File: config.mk
export PLATFORM = sky130hd
export DESIGN_NAME = key_state_tracker_flat
export DESIGN_NICKNAME = d
export VERILOG_FILES = /design/src/rtl/kst_pkg.sv /design/src/rtl/kst_in_if.sv /design/src/rtl/kst_out_if.sv /design/src/rtl/kst_ram.sv /design/src/rtl/key_state_tracker.sv /design/src/flat_wrapper.sv
export SDC_FILE = /design/constraint.sdc
export NUM_CORES = 2
export LEC_CHECK = 0
export BUFFER_PORTS_ARGS = -buffer_cell sky130_fd_sc_hd__clkbuf_2
export CAP_MARGIN = 10
export CORE_MARGIN = 2
export CORE_UTILIZATION = 57
export CTS_CLUSTER_SIZE = 25
export DETAILED_ROUTE_END_ITERATION = 6
export HOLD_SLACK_MARGIN = 0.08
export MAX_ROUTING_LAYER = met4
export PLACE_DENSITY = 0.83
export SETUP_SLACK_MARGIN = 0.02
export SYNTH_ARGS = -nofsm -noshare
export SYNTH_HDL_FRONTEND = slang
export SYNTH_HIERARCHICAL = 1
export SYNTH_SLANG_ARGS = --single-unit
File: constraint.sdc
create_clock -name clk_i -period 26.2 [get_ports clk_i]
set_clock_uncertainty 0.05 [all_clocks]
set_input_delay 5.24 -clock clk_i [delete_from_list [all_inputs] [get_ports clk_i]]
set_output_delay 5.24 -clock clk_i [all_outputs]
set_load 0.02 [all_outputs]
File: src/rtl/kst_pkg.sv
// ----------------------------------------------------------------------------
// kst_pkg
// Shared constants, types and helper functions of the key state tracker.
// ----------------------------------------------------------------------------
package kst_pkg;

  // Store geometry
  localparam int NUM_KEYS = 512;
  localparam int ADDR_W   = $clog2(NUM_KEYS);
  localparam int CNT_W    = $clog2(NUM_KEYS + 1);

  // Beat field widths
  localparam int CMD_W   = 2;
  localparam int CODE_W  = 10;
  localparam int STATE_W = 4;
  localparam int FKEY_W  = 9;

  // Commands
  typedef enum logic [CMD_W-1:0] {
    CMD_EVENT = 2'd0,
    CMD_TICK  = 2'd1,
    CMD_READ  = 2'd2,
    CMD_FIND  = 2'd3
  } cmd_e;

  // Key states
  localparam logic [STATE_W-1:0] K_OFF     = 4'd0;
  localparam logic [STATE_W-1:0] K_ON      = 4'd1;
  localparam logic [STATE_W-1:0] K_DOWN    = 4'd2;
  localparam logic [STATE_W-1:0] K_STRUCK  = 4'd3;
  localparam logic [STATE_W-1:0] K_PRESSED = 4'd4;
  localparam logic [STATE_W-1:0] K_HELD1   = 4'd5;
  localparam logic [STATE_W-1:0] K_HELD2   = 4'd6;
  localparam logic [STATE_W-1:0] K_HELD3   = 4'd7;
  localparam logic [STATE_W-1:0] K_REPEAT  = 4'd8;

  // Special key codes
  localparam int CODE_ESCAPE = 27;
  localparam int CODE_Q      = 113;
  localparam int CODE_SHIFT  = 303;  // first of the shift/ctrl/alt pairs
  localparam int NUM_MODS    = 6;    // 303..308 feed the flags

  // Register map
  localparam int PADDR_W = 3;
  localparam int PDATA_W = 32;
  localparam logic REG_MODE = 1'b0;  // word index of joystick_mode

  // Result beat contents (flags are added at output)
  typedef struct packed {
    logic [STATE_W-1:0] key_state;
    logic               found;
    logic [FKEY_W-1:0]  found_key;
    logic               quit_key;
  } res_t;

  // Keys that only go on or off
  function automatic logic is_modifier(logic [ADDR_W-1:0] code);
    logic m;
    m = (code == ADDR_W'(300)) || (code == ADDR_W'(301)) ||
        (code == ADDR_W'(303)) || (code == ADDR_W'(304)) ||
        (code == ADDR_W'(305)) || (code == ADDR_W'(306)) ||
        (code == ADDR_W'(307)) || (code == ADDR_W'(308)) ||
        (code == ADDR_W'(309)) || (code == ADDR_W'(310)) ||
        (code == ADDR_W'(313));
    return m;
  endfunction

  // Tick transition, joystick or keyboard flavour
  function automatic logic [STATE_W-1:0] tick_next(logic joy, logic [STATE_W-1:0] s);
    logic [STATE_W-1:0] n;
    unique case (s)
      K_OFF:     n = K_OFF;
      K_ON:      n = K_ON;
      K_DOWN:    n = K_DOWN;
      K_STRUCK:  n = K_OFF;
      K_PRESSED: n = joy ? K_DOWN : K_HELD1;
      K_HELD1:   n = joy ? K_DOWN : K_HELD2;
      K_HELD2:   n = K_DOWN;
      K_HELD3:   n = K_DOWN;
      K_REPEAT:  n = K_DOWN;
      default:   n = K_OFF;
    endcase
    return n;
  endfunction

  // Key event transition for ordinary keys
  function automatic logic [STATE_W-1:0] event_next(logic down, logic [STATE_W-1:0] s);
    logic [STATE_W-1:0] n;
    if (down) begin
      n = (s == K_OFF) ? K_PRESSED : K_REPEAT;
    end else begin
      n = (s == K_PRESSED) ? K_STRUCK : K_OFF;
    end
    return n;
  endfunction

endpackage

File: src/rtl/kst_in_if.sv
// ----------------------------------------------------------------------------
// kst_in_if
// Command channel of the key state tracker: valid/ready plus command beat.
// ----------------------------------------------------------------------------
interface kst_in_if;
  logic                         valid;
  logic                         ready;
  logic [kst_pkg::CMD_W-1:0]    cmd;
  logic [kst_pkg::CODE_W-1:0]   key_code;
  logic                         key_down;

  modport source (output valid, output cmd, output key_code, output key_down,
                  input ready);
  modport sink   (input valid, input cmd, input key_code, input key_down,
                  output ready);
endinterface

File: src/rtl/kst_out_if.sv
// ----------------------------------------------------------------------------
// kst_out_if
// Result channel of the key state tracker: valid/ready plus result beat.
// ----------------------------------------------------------------------------
interface kst_out_if;
  logic                          valid;
  logic                          ready;
  logic [kst_pkg::STATE_W-1:0]   key_state;
  logic                          found;
  logic [kst_pkg::FKEY_W-1:0]    found_key;
  logic                          quit_key;
  logic                          shift_down;
  logic                          ctrl_down;
  logic                          alt_down;

  modport source (output valid, output key_state, output found, output found_key,
                  output quit_key, output shift_down, output ctrl_down,
                  output alt_down, input ready);
  modport sink   (input valid, input key_state, input found, input found_key,
                  input quit_key, input shift_down, input ctrl_down,
                  input alt_down, output ready);
endinterface

File: src/rtl/kst_ram.sv
// ----------------------------------------------------------------------------
// kst_ram
// Generic single-write, single-read synchronous RAM with registered read.
// ----------------------------------------------------------------------------
module kst_ram #(
  parameter int WIDTH = 4,
  parameter int DEPTH = 512
) (
  input  logic                     clk_i,
  input  logic                     we_i,
  input  logic [$clog2(DEPTH)-1:0] waddr_i,
  input  logic [WIDTH-1:0]         wdata_i,
  input  logic                     re_i,
  input  logic [$clog2(DEPTH)-1:0] raddr_i,
  output logic [WIDTH-1:0]         rdata_o
);

  logic [WIDTH-1:0] mem_q [DEPTH];
  logic [WIDTH-1:0] rdata_q;

  // Write port
  always_ff @(posedge clk_i) begin
    if (we_i) begin
      mem_q[waddr_i] <= wdata_i;
    end
  end

  // Read port, data held between reads
  always_ff @(posedge clk_i) begin
    if (re_i) begin
      rdata_q <= mem_q[raddr_i];
    end
  end

  assign rdata_o = rdata_q;

endmodule

File: src/rtl/key_state_tracker.sv
// ----------------------------------------------------------------------------
// key_state_tracker
// Per-key 4-bit state store with key events, ticks, reads and a lowest
// active key search, built around one synchronous RAM.
// ----------------------------------------------------------------------------
//  Channel   Dir   Handshake             Beat contents
//  in_i      in    valid/ready           cmd, key_code, key_down
//  out_o     out   valid/ready           key_state, found, found_key, quit_key,
//                                        shift_down, ctrl_down, alt_down
//  APB       in    psel/penable, pready  joystick_mode at word 0
//
//  Key event and read: RAM read, update, response.
//  Tick: one entry a cycle through the RAM read/write ports.
//  Find: scans upward from key 0 and stops at the first hit or after the last key.
//  After reset a clearing pass writes every entry, with in_i not ready. A
//  stalled result holds in the output register; the next command is taken
//  once the pending result has moved there.
// ----------------------------------------------------------------------------
module key_state_tracker (
  input  logic                        clk_i,
  input  logic                        rst_ni,
  kst_in_if.sink                      in_i,
  kst_out_if.source                   out_o,
  input  logic                        psel,
  input  logic                        penable,
  input  logic                        pwrite,
  input  logic [kst_pkg::PADDR_W-1:0] paddr,
  input  logic [kst_pkg::PDATA_W-1:0] pwdata,
  output logic [kst_pkg::PDATA_W-1:0] prdata,
  output logic                        pready
);

  localparam int AW = kst_pkg::ADDR_W;
  localparam int CW = kst_pkg::CNT_W;
  localparam int SW = kst_pkg::STATE_W;

  // Sequencer states
  localparam logic [2:0] S_CLEAR = 3'd0;
  localparam logic [2:0] S_IDLE  = 3'd1;
  localparam logic [2:0] S_EVENT = 3'd2;
  localparam logic [2:0] S_READ  = 3'd3;
  localparam logic [2:0] S_TICK  = 3'd4;
  localparam logic [2:0] S_FIND  = 3'd5;
  localparam logic [2:0] S_RESP  = 3'd6;

  logic [2:0]    state_q, state_d;
  logic [CW-1:0] cnt_q, cnt_d;
  logic [CW-1:0] cnt_m1;
  logic [AW-1:0] prev_addr;

  logic          mode_q;
  logic [kst_pkg::NUM_MODS-1:0] mod_q;

  logic [AW-1:0] code_q;
  logic          code_ok_q;
  logic          down_q;
  logic          code_ok_in;
  logic          in_fire;

  kst_pkg::res_t res_q, res_d;
  kst_pkg::res_t out_q;
  logic          out_valid_q, out_valid_d;
  logic          out_load;
  logic [2:0]    flags_q;

  logic          ram_we;
  logic [AW-1:0] ram_waddr;
  logic [SW-1:0] ram_wdata;
  logic          ram_re;
  logic [AW-1:0] ram_raddr;
  logic [SW-1:0] ram_rdata;
  logic          hit;
  logic          cfg_wr;

  // State store
  kst_ram #(
    .WIDTH (SW),
    .DEPTH (kst_pkg::NUM_KEYS)
  ) u_store (
    .clk_i   (clk_i),
    .we_i    (ram_we),
    .waddr_i (ram_waddr),
    .wdata_i (ram_wdata),
    .re_i    (ram_re),
    .raddr_i (ram_raddr),
    .rdata_o (ram_rdata)
  );

  // APB register
  assign pready = 1'b1;
  assign cfg_wr = psel && penable && pwrite && (paddr[2] == kst_pkg::REG_MODE);
  assign prdata = (paddr[2] == kst_pkg::REG_MODE) ? kst_pkg::PDATA_W'(mode_q) : '0;

  always_ff @(posedge clk_i or negedge rst_ni) begin
    if (!rst_ni) begin
      mode_q <= 1'b0;
    end else if (cfg_wr) begin
      mode_q <= pwdata[0];
    end
  end

  // Input beat capture
  assign in_i.ready = (state_q == S_IDLE);
  assign in_fire    = in_i.valid && in_i.ready;
  assign code_ok_in = (11'(in_i.key_code) < 11'(kst_pkg::NUM_KEYS));

  always_ff @(posedge clk_i) begin
    if (in_fire) begin
      code_q    <= in_i.key_code[AW-1:0];
      code_ok_q <= code_ok_in;
      down_q    <= in_i.key_down;
    end
  end

  // Sweep helpers: entry cnt_q-1 is the one whose data is back
  assign cnt_m1    = cnt_q - CW'(1);
  assign prev_addr = cnt_m1[AW-1:0];
  assign hit = (ram_rdata == kst_pkg::K_STRUCK) || (ram_rdata == kst_pkg::K_PRESSED) ||
               (ram_rdata == kst_pkg::K_REPEAT);
  assign out_load = (state_q == S_RESP) && (!out_valid_q || out_o.ready);

  // Sequencer
  always_comb begin
    state_d   = state_q;
    cnt_d     = cnt_q;
    res_d     = res_q;
    ram_we    = 1'b0;
    ram_waddr = '0;
    ram_wdata = '0;
    ram_re    = 1'b0;
    ram_raddr = '0;
    unique case (state_q)
      S_CLEAR: begin
        ram_we    = 1'b1;
        ram_waddr = cnt_q[AW-1:0];
        ram_wdata = kst_pkg::K_OFF;
        if (cnt_q == CW'(kst_pkg::NUM_KEYS - 1)) begin
          cnt_d   = '0;
          state_d = S_IDLE;
        end else begin
          cnt_d = cnt_q + CW'(1);
        end
      end
      S_IDLE: begin
        res_d = '0;
        cnt_d = '0;
        if (in_fire) begin
          ram_raddr = in_i.key_code[AW-1:0];
          unique case (kst_pkg::cmd_e'(in_i.cmd))
            kst_pkg::CMD_EVENT: begin
              ram_re  = code_ok_in;
              state_d = S_EVENT;
            end
            kst_pkg::CMD_TICK: state_d = S_TICK;
            kst_pkg::CMD_READ: begin
              ram_re  = code_ok_in;
              state_d = S_READ;
            end
            kst_pkg::CMD_FIND: state_d = S_FIND;
            default:           state_d = S_IDLE;
          endcase
        end
      end
      S_EVENT: begin
        if (code_ok_q) begin
          ram_we    = 1'b1;
          ram_waddr = code_q;
          if (kst_pkg::is_modifier(code_q)) begin
            ram_wdata = down_q ? kst_pkg::K_ON : kst_pkg::K_OFF;
          end else begin
            ram_wdata = kst_pkg::event_next(down_q, ram_rdata);
          end
          res_d.key_state = ram_wdata;
        end
        state_d = S_RESP;
      end
      S_READ: begin
        res_d.key_state = code_ok_q ? ram_rdata : kst_pkg::K_OFF;
        state_d         = S_RESP;
      end
      S_TICK: begin
        // read entry cnt_q, write back entry cnt_q-1
        if (cnt_q != '0) begin
          ram_we    = 1'b1;
          ram_waddr = prev_addr;
          ram_wdata = kst_pkg::tick_next(mode_q, ram_rdata);
        end
        if (cnt_q == CW'(kst_pkg::NUM_KEYS)) begin
          state_d = S_RESP;
        end else begin
          ram_re    = 1'b1;
          ram_raddr = cnt_q[AW-1:0];
          cnt_d     = cnt_q + CW'(1);
        end
      end
      S_FIND: begin
        if ((cnt_q != '0) && hit) begin
          res_d.key_state = ram_rdata;
          res_d.found     = 1'b1;
          res_d.found_key = prev_addr[kst_pkg::FKEY_W-1:0];
          res_d.quit_key  = (prev_addr == AW'(kst_pkg::CODE_Q)) ||
                            (prev_addr == AW'(kst_pkg::CODE_ESCAPE));
          state_d         = S_RESP;
        end else if (cnt_q == CW'(kst_pkg::NUM_KEYS)) begin
          state_d = S_RESP;
        end else begin
          ram_re    = 1'b1;
          ram_raddr = cnt_q[AW-1:0];
          cnt_d     = cnt_q + CW'(1);
        end
      end
      S_RESP: begin
        if (out_load) begin
          state_d = S_IDLE;
        end
      end
      default: state_d = S_IDLE;
    endcase
  end

  always_ff @(posedge clk_i or negedge rst_ni) begin
    if (!rst_ni) begin
      state_q <= S_CLEAR;
      cnt_q   <= '0;
    end else begin
      state_q <= state_d;
      cnt_q   <= cnt_d;
    end
  end

  always_ff @(posedge clk_i) begin
    res_q <= res_d;
  end

  // Shadow of the shift/ctrl/alt entries, tracking every store write
  always_ff @(posedge clk_i or negedge rst_ni) begin
    if (!rst_ni) begin
      mod_q <= '0;
    end else begin
      for (int i = 0; i < kst_pkg::NUM_MODS; i++) begin
        if (ram_we && (ram_waddr == AW'(kst_pkg::CODE_SHIFT + i))) begin
          mod_q[i] <= (ram_wdata != kst_pkg::K_OFF);
        end
      end
    end
  end

  // Output register
  always_comb begin
    out_valid_d = out_valid_q;
    if (out_load) begin
      out_valid_d = 1'b1;
    end else if (out_o.ready) begin
      out_valid_d = 1'b0;
    end
  end

  always_ff @(posedge clk_i or negedge rst_ni) begin
    if (!rst_ni) begin
      out_valid_q <= 1'b0;
    end else begin
      out_valid_q <= out_valid_d;
    end
  end

  always_ff @(posedge clk_i) begin
    if (out_load) begin
      out_q   <= res_q;
      flags_q <= {mod_q[5] | mod_q[4], mod_q[3] | mod_q[2], mod_q[1] | mod_q[0]};
    end
  end

  assign out_o.valid      = out_valid_q;
  assign out_o.key_state  = out_q.key_state;
  assign out_o.found      = out_q.found;
  assign out_o.found_key  = out_q.found_key;
  assign out_o.quit_key   = out_q.quit_key;
  assign out_o.shift_down = flags_q[0];
  assign out_o.ctrl_down  = flags_q[1];
  assign out_o.alt_down   = flags_q[2];

endmodule

File: src/flat_wrapper.sv
// flat-port wrapper written by rule: the top's interface ports become plain ports
module key_state_tracker_flat 
  (clk_i, rst_ni, psel, penable, pwrite, paddr, pwdata, prdata, pready, in_i_valid, in_i_cmd, in_i_key_code, in_i_key_down, in_i_ready, out_o_valid, out_o_key_state, out_o_found, out_o_found_key, out_o_quit_key, out_o_shift_down, out_o_ctrl_down, out_o_alt_down, out_o_ready);
  kst_in_if in_i_i ();
  kst_out_if out_o_i ();
  input  logic clk_i;
  input  logic rst_ni;
  input  logic psel;
  input  logic penable;
  input  logic pwrite;
  input  logic [kst_pkg::PADDR_W-1:0] paddr;
  input  logic [kst_pkg::PDATA_W-1:0] pwdata;
  output logic [kst_pkg::PDATA_W-1:0] prdata;
  output logic pready;
  input wire logic [$bits(in_i_i.valid)-1:0] in_i_valid;
  input wire logic [$bits(in_i_i.cmd)-1:0] in_i_cmd;
  input wire logic [$bits(in_i_i.key_code)-1:0] in_i_key_code;
  input wire logic [$bits(in_i_i.key_down)-1:0] in_i_key_down;
  output wire logic [$bits(in_i_i.ready)-1:0] in_i_ready;
  output wire logic [$bits(out_o_i.valid)-1:0] out_o_valid;
  output wire logic [$bits(out_o_i.key_state)-1:0] out_o_key_state;
  output wire logic [$bits(out_o_i.found)-1:0] out_o_found;
  output wire logic [$bits(out_o_i.found_key)-1:0] out_o_found_key;
  output wire logic [$bits(out_o_i.quit_key)-1:0] out_o_quit_key;
  output wire logic [$bits(out_o_i.shift_down)-1:0] out_o_shift_down;
  output wire logic [$bits(out_o_i.ctrl_down)-1:0] out_o_ctrl_down;
  output wire logic [$bits(out_o_i.alt_down)-1:0] out_o_alt_down;
  input wire logic [$bits(out_o_i.ready)-1:0] out_o_ready;
  assign in_i_i.valid = in_i_valid;
  assign in_i_i.cmd = in_i_cmd;
  assign in_i_i.key_code = in_i_key_code;
  assign in_i_i.key_down = in_i_key_down;
  assign in_i_ready = in_i_i.ready;
  assign out_o_valid = out_o_i.valid;
  assign out_o_key_state = out_o_i.key_state;
  assign out_o_found = out_o_i.found;
  assign out_o_found_key = out_o_i.found_key;
  assign out_o_quit_key = out_o_i.quit_key;
  assign out_o_shift_down = out_o_i.shift_down;
  assign out_o_ctrl_down = out_o_i.ctrl_down;
  assign out_o_alt_down = out_o_i.alt_down;
  assign out_o_i.ready = out_o_ready;
  key_state_tracker u_core (.clk_i(clk_i), .rst_ni(rst_ni), .in_i(in_i_i), .out_o(out_o_i), .psel(psel), .penable(penable), .pwrite(pwrite), .paddr(paddr), .pwdata(pwdata), .prdata(prdata), .pready(pready));
endmodule
* After elaboration in Yosys (flattened, before gate mapping)
Memories as Yosys holds them, arrays and structs flattened. A register that Yosys moved wholly into a read port is not among the register bits.
Index checks and enable logic that the tools add are counted.
W data, S select, Z words.
** Word-level totals
- Memories kept :: 1
- RAM bits :: 2048
- Flip-flop bits (word level) :: 65
- Input bits :: 55
- Logic and storage cells :: 164
- Output and inout bits :: 53
** Memories
- u_core.u_store.mem_q :: depth 512, bits a word 4, rd ports 1, clocked after Yosys merged registers in 1, wr ports 1, line kst_ram.sv:18 : logic [WIDTH-1:0] mem_q [DEPTH];
** Cells by class
- Multiplexer cells :: 47
- Magnitude comparators :: 1
- Bitwise logic cells :: 4
- Equal/unequal tests :: 44
- Reduce and logical (&&, ||, !) cells :: 43
- Add/sub/neg operators :: 2
** Operator list (count)
- $eq A9 B9 Y1 const B :: 17
- $pmux W9 S3 :: 2
- $mux W9 :: 5
- $pmux W10 S4 :: 1
- $pmux W4 S4 :: 2
- $mux W10 :: 3
- $mux W4 :: 7
- $pmux W11 S2 :: 1
- $mux W3 :: 7
- $pmux W3 S6 :: 1
- $eq A4 B3 Y1 const B :: 4
- $mux W15 :: 1
- $logic_or A1 B1 Y1 :: 14
- $logic_and A1 B1 Y1 :: 12
- $mux W1 :: 12
- $pmux W3 S4 :: 1
- $reduce_bool A4 Y1 :: 3
- $add A10 B1 Y10 const B :: 1
- $eq A10 B10 Y1 const B :: 1
- $eq A10 B9 Y1 const B :: 1
- $lt A10 B10 Y1 const B :: 1
- $reduce_bool A10 Y1 :: 1
- $eq A3 B3 Y1 const B :: 3
- $eq A9 B5 Y1 const B :: 1
- other kinds (25) :: 39

* Depth between registers and ports, before layout
- Depth after elaboration :: 15
- Depth in mapped cells :: 19
- Gate-level depth less buffers :: 14

* By module
Netlist, hierarchy kept.
** Modules (own cells, without submodules)
- kst_ram :: cells an instance 4403, area an instance 81644.6 µm², instances 1, seq. area each 61619.1 µm²
- key_state_tracker :: cells an instance 363, area an instance 3789.9 µm², instances 1, seq. area each 1846.8 µm²

* Worst setup path after synthesis
OpenSTA, ideal clock, no wires.
- Path type :: register -> register
- Start point :: register u_core.u_store.rdata_q[0] (netlist: u_core/u_store/rdata_o[0]) (read register of u_core.u_store.mem_q)
- End point :: memory u_core.u_store.mem_q[0][0] (data pin)
- Arrival time :: 21.878 ns
- Buffers on the path :: 1
- Data required time :: 21.896 ns
- Slack :: 0.018 ns
- Stages on the path, launching flop included :: 6
- Setup time :: 4.254 ns
- Period minus slack after synthesis :: 26.182 ns
- Path through :: edfxtp_1 -> clkbuf_1 -> or4_1 -> nor2_1 -> a21oi_1 -> o31ai_1
** Between the ends
- Word-level cells in the longest chain between the ends :: 6
- Elaborated cells on any way between the ends :: 15
- Those cells by class :: 7 x eq/ne; 7 x mux; 1 x reduce/logical
** Ends and longest elaborated chain
- start: declaration :: line kst_ram.sv:19 : logic [WIDTH-1:0] rdata_q;
- parallel branches: the longest is 5 deep, another holds $eq A4 B2 Y1
- $pmux W4 S2 * :: line key_state_tracker.sv:132 : unique case (state_q)
- net u_core.ram_wdata[0] :: line key_state_tracker.sv:68 : logic [SW-1:0] ram_wdata;
- end: declaration :: line kst_ram.sv:18
Mark *: on every way through the listed nets, which the timed path passes.

* Final worst setup path
- Start point :: input paddr[2] (netlist bit)
- End point :: output prdata[0] (netlist bit)
** Between the ends
- Word-level cells in the longest chain between the ends :: 1
** Ends and longest elaborated chain
- start: declaration :: line flat_wrapper.sv:11 : input logic [kst_pkg::PADDR_W-1:0] paddr;
- $mux W1 :: line key_state_tracker.sv:92 : assign prdata = (paddr[2] == kst_pkg::REG_MODE) ? kst_pkg::PDATA_W'(mode_q) : '0;
- end: declaration :: line flat_wrapper.sv:13 : output logic [kst_pkg::PDATA_W-1:0] prdata;
No other way between the ends.

==> impl_metrics.csv <==
group,metric,value,unit
cells_and_area,drive_above_1_share,0.158,
global_route,grt_pass1_vias,46800,
logic_synthesis,synth-simple-area-share,0.0509,
clock_network,cts_sinks,2117,
route,drt-total-wl,202000,um
die,num_rows,142,
pwr,combPwrFrac,0.259,
place,gp_congestion,0.913,
logic_synthesis,synth_edf_count,2096,
setup_path,cp-end-kind,"primary output",
logic_synthesis,ys_warn_count,6,
setup_path,cp.required,20.91,ns
setup_path,crit_family,"buffers and inverters",
route,first_iter_violations,6672,
pwr,p_seq_frac,0.442,
clock_network,htreeDepth,4,
pwr,p_int,6230,uW
logic_synthesis,synthAdderAreaFrac,0.000586,
global_route,antenna_found_initial,1,
timing,fin_crit,10.90,ns
die,fp.dieH,391,um
clock_network,clock_path_buffers,3,
place,io_buffers,42,
setup_path,arrival,5.61,ns
die,die_area,0.153,mm^2
timing,rsz0062_at_grt,"no",
route,vias,46700,
pwr,power.density,96.5,mW/mm^2
global_route,grt_max_degree,268,
timing,tns,0,ns
setup_path,critPathBufInv,2,
cells_and_area,area_growth,8.91,%
logic_synthesis,avgSynthCellArea,17.9,um^2
timing,setup_ws,15.30,ns
clock_network,clk_pin_slew,0.06,ns
place,hpwlAfterDp,113000,um
timing,slew_headroom,0.158,
die,core_area,0.149,mm^2
timing,finalSetupViolCount,0,
logic_synthesis,synth_xor_area_frac,0.00133,
route,dr.pass1.iters,7,
place,pre_cts_ws,14.82,ns
setup_path,critPathSlowestCell,"clkbuf_2",
setup_path,path_max_fanout,2,
logic_synthesis,syn_inst,4766,
setup_path,slowest_delay,0.18,ns
pwr,leakagePower,0.0287,uW
clock_network,cts-root-buf,"clkbuf_16",
logic_synthesis,yosys_register_bits,2117,
logic_synthesis,ys_seq_area_frac,0.743,
route,drcViolationCount,10,
pwr,ir_drop,0.0822,mV
timing,slew_violations,0,
timing,finalHoldViolCount,0,
global_route,gr-total-overflow,0,
logic_synthesis,synth-compound-area-share,0.0455,
logic_synthesis,ys_types,82,
route,ant_nets,0,
pwr,p_switching,2760,uW
clock_network,cts_tree,"done",
clock_network,insertion_delay,0.82,ns
die,ios,108,
setup_path,worst-setup-path-type,"in2out",
logic_synthesis,syn_area,0.0854,mm^2
die,start_util,0.572,
logic_synthesis,ys_async_sr_fraction,0.00992,
min_path,hold_path.class,"reg2reg",
logic_synthesis,synth_top_family_by_area,"multiplexers",
timing,fmax,0.0918,GHz
clock_network,cts_setup_buffers,0,
timing,fin_crit_sh,0.416,
timing,worstMarginPinSlew,1.26,ns
logic_synthesis,synthMuxAreaShare,0.135,
cells_and_area,nFillCells,9585,
route,wl_per_cell,29.4,um
logic_synthesis,synth-main-ff-cell,"edfxtp_1",
global_route,grt_pass1_wl,299000,um
clock_network,postCtsHoldBufs,0,
setup_path,cp_common_cell,"clkbuf_2",
pwr,switching_share,0.307,
setup_path,critPathLaunchType,"input pin",
die,dieWidth,391,um
clock_network,cts_resized,0,
setup_path,path_cells,"clkbuf_2 -> nor2b_1 -> clkbuf_2",
job,maxCapViolCount,0,
route,avgViaCountPerCell,6.79,
run_status,violations,"DRC",
cells_and_area,finalNetCount,4817,
clock_network,cts_buffers,192,
cells_and_area,fin_util,0.623,
run_status,status,"complete, but fails checks",
global_route,grt_usage,0.272,
pwr,p_clk_frac,0.299,
[cell families (layout without fill, tap and decap cells)]
group           Yosys count  in the layout
flops                  2117           2117
simple gates            989            989
mux                     742            742
compound gates          542            542
buf+inv                 357            484
xor+xnor                 13             13
fa+ha+maj                 4              4
other cells               2             33
[layout by cell type, fill, tap and decap left out, types with 10 or more instances in the layout]
master / n
edfxtp_1: 2096
a21oi_1: 101
a22oi_1: 18
conb_1: 32
o21ai_0: 61
o221ai_1: 169
mux2i_1: 404
clkbuf_1: 25
clkbuf_2: 42
and3_1: 11
clkinv_1: 52
buf_4: 64
dfrtp_1: 21
o22ai_1: 86
clkbuf_16: 194
a31oi_1: 16
nor3b_1: 11
clkinv_2: 51
nor2b_1: 18
mux4_2: 322
nor2_1: 599
nor4_1: 28
bufinv_16: 12
nor3_1: 63
nand4_1: 13
nand2_2: 12
nand2_1: 119
nand3_1: 43
inv_6: 10
[metal layers]
metal	vias to the layer above	GRT usage	share of wire
li1	19100	-	-
met1	23400	0.343	0.35
met2	3443	0.428	0.49
met3	659	0.0604	0.12
met4	0	0.116	0.046
met5	-	-	0
[area by class of cell]
type / count / area (um^2) / share of cell area
multi-input combinational: 2322 / 20200 / 0.217
antenna: 1 / 2.50 / 0.0000269
sequential: 2117 / 63500 / 0.682
tap: 1944 / 2430 / 0.0261
inverter: 11 / 45.0 / 0.000484
clock buffer: 219 / 4950 / 0.0532
timing repair buffer: 114 / 858 / 0.00922
clock inverter: 140 / 1060 / 0.0114
[sequential cells by signal, summed over array words and instances, names as in the netlist]
signal	cells
u_core/res_q	15
u_core/down_q	1
u_core/u_store/rdata_o	4
u_core/out_o.found_key	9
u_core/out_o.found	1
u_core/mod_q	6
u_core/code_ok_q	1
u_core/out_o.valid	1
u_core/out_o.quit_key	1
u_core/cnt_q	10
u_core/code_q	9
u_core/state_q	3
u_core/flags_q	3
u_core/mode_q	1
u_core/out_o.key_state	4
u_core/u_store/mem_q	2048
[stage by stage]
stage / cell area (um^2) / hold WS [ns] / power, uW / cells
after global placement: 87000 / 0.354 / 6220 / 6507
after CTS: 93000 / 0.366 / 8960 / 6866
after floorplan: 85600 / 0.350 / 5830 / 4796
after detailed placement: 87000 / 0.355 / 6280 / 6507
after global routing: 93100 / 0.369 / 9220 / 6868
final: 93100 / 0.364 / 8980 / 6868
[final timing paths]
path                                  from                         to  slack (ns)  cells past startpoint
setup / recovery                  paddr[2]                  prdata[0]       15.30                      3
hold / removal             u_core/res_q[4]  u_core/out_o.found_key[3]        0.36                      0
setup reg to reg           u_core/cnt_q[0]  u_core/u_store/rdata_o[2]       18.18                     17
hold reg to reg            u_core/res_q[4]  u_core/out_o.found_key[3]        0.36                      0
max in group asynchronous           rst_ni            u_core/mod_q[3]       21.36                      1
min in group asynchronous           rst_ni            u_core/cnt_q[8]        4.36                      1
[power groups by stage]
stage / clock (uW) / sequential (uW) / combinational (uW)
detailed placement: 0 / 4030 / 2250
finish: 2690 / 3970 / 2330
global placement: 0 / 4030 / 2190
global route: 2830 / 3970 / 2420
CTS: 2710 / 3960 / 2280
floorplan: 0 / 4160 / 1670
[synth_stat cells, types with 5 or more instances]
master     count  area, um^2
a211oi_1       9        67.6
a21oi_1      102         510
a222oi_1       9        90.1
a22o_1         8        70.1
a22oi_1       18         135
a31oi_1       16         100
and2_1         6        37.5
and3_1        11        68.8
buf_1         44         165
buf_2         34         170
buf_4         71         533
buf_6         37         417
clkbuf_1     154         578
dfrtp_1       21         526
edfxtp_1    2096       62900
inv_1         10        37.5
mux2_1         5        56.3
mux2_2         6        67.6
mux2i_1      404        4040
mux4_1         5         131
mux4_2       322        7250
nand2_1      132         495
nand2b_1      10        62.6
nand3_1       47         235
nand3b_1       6        45.0
nand4_1       13        81.3
nor2_1       600        2250
nor2b_1       20         125
nor3_1        63         315
nor3b_1       12        90.1
nor4_1        28         175
o2111ai_1      5        43.8
o21ai_0       63         315
o21bai_1       6        45.0
o221ai_1     169        1480
o22ai_1       86         538
o2bb2ai_1      9        78.8
o31ai_1        5        37.5
or2_2          5        31.3
or4_1          8        60.1
xnor2_1        5        43.8
xor2_1         8        70.1
Note: power is estimated with default switching activity, not from simulation.
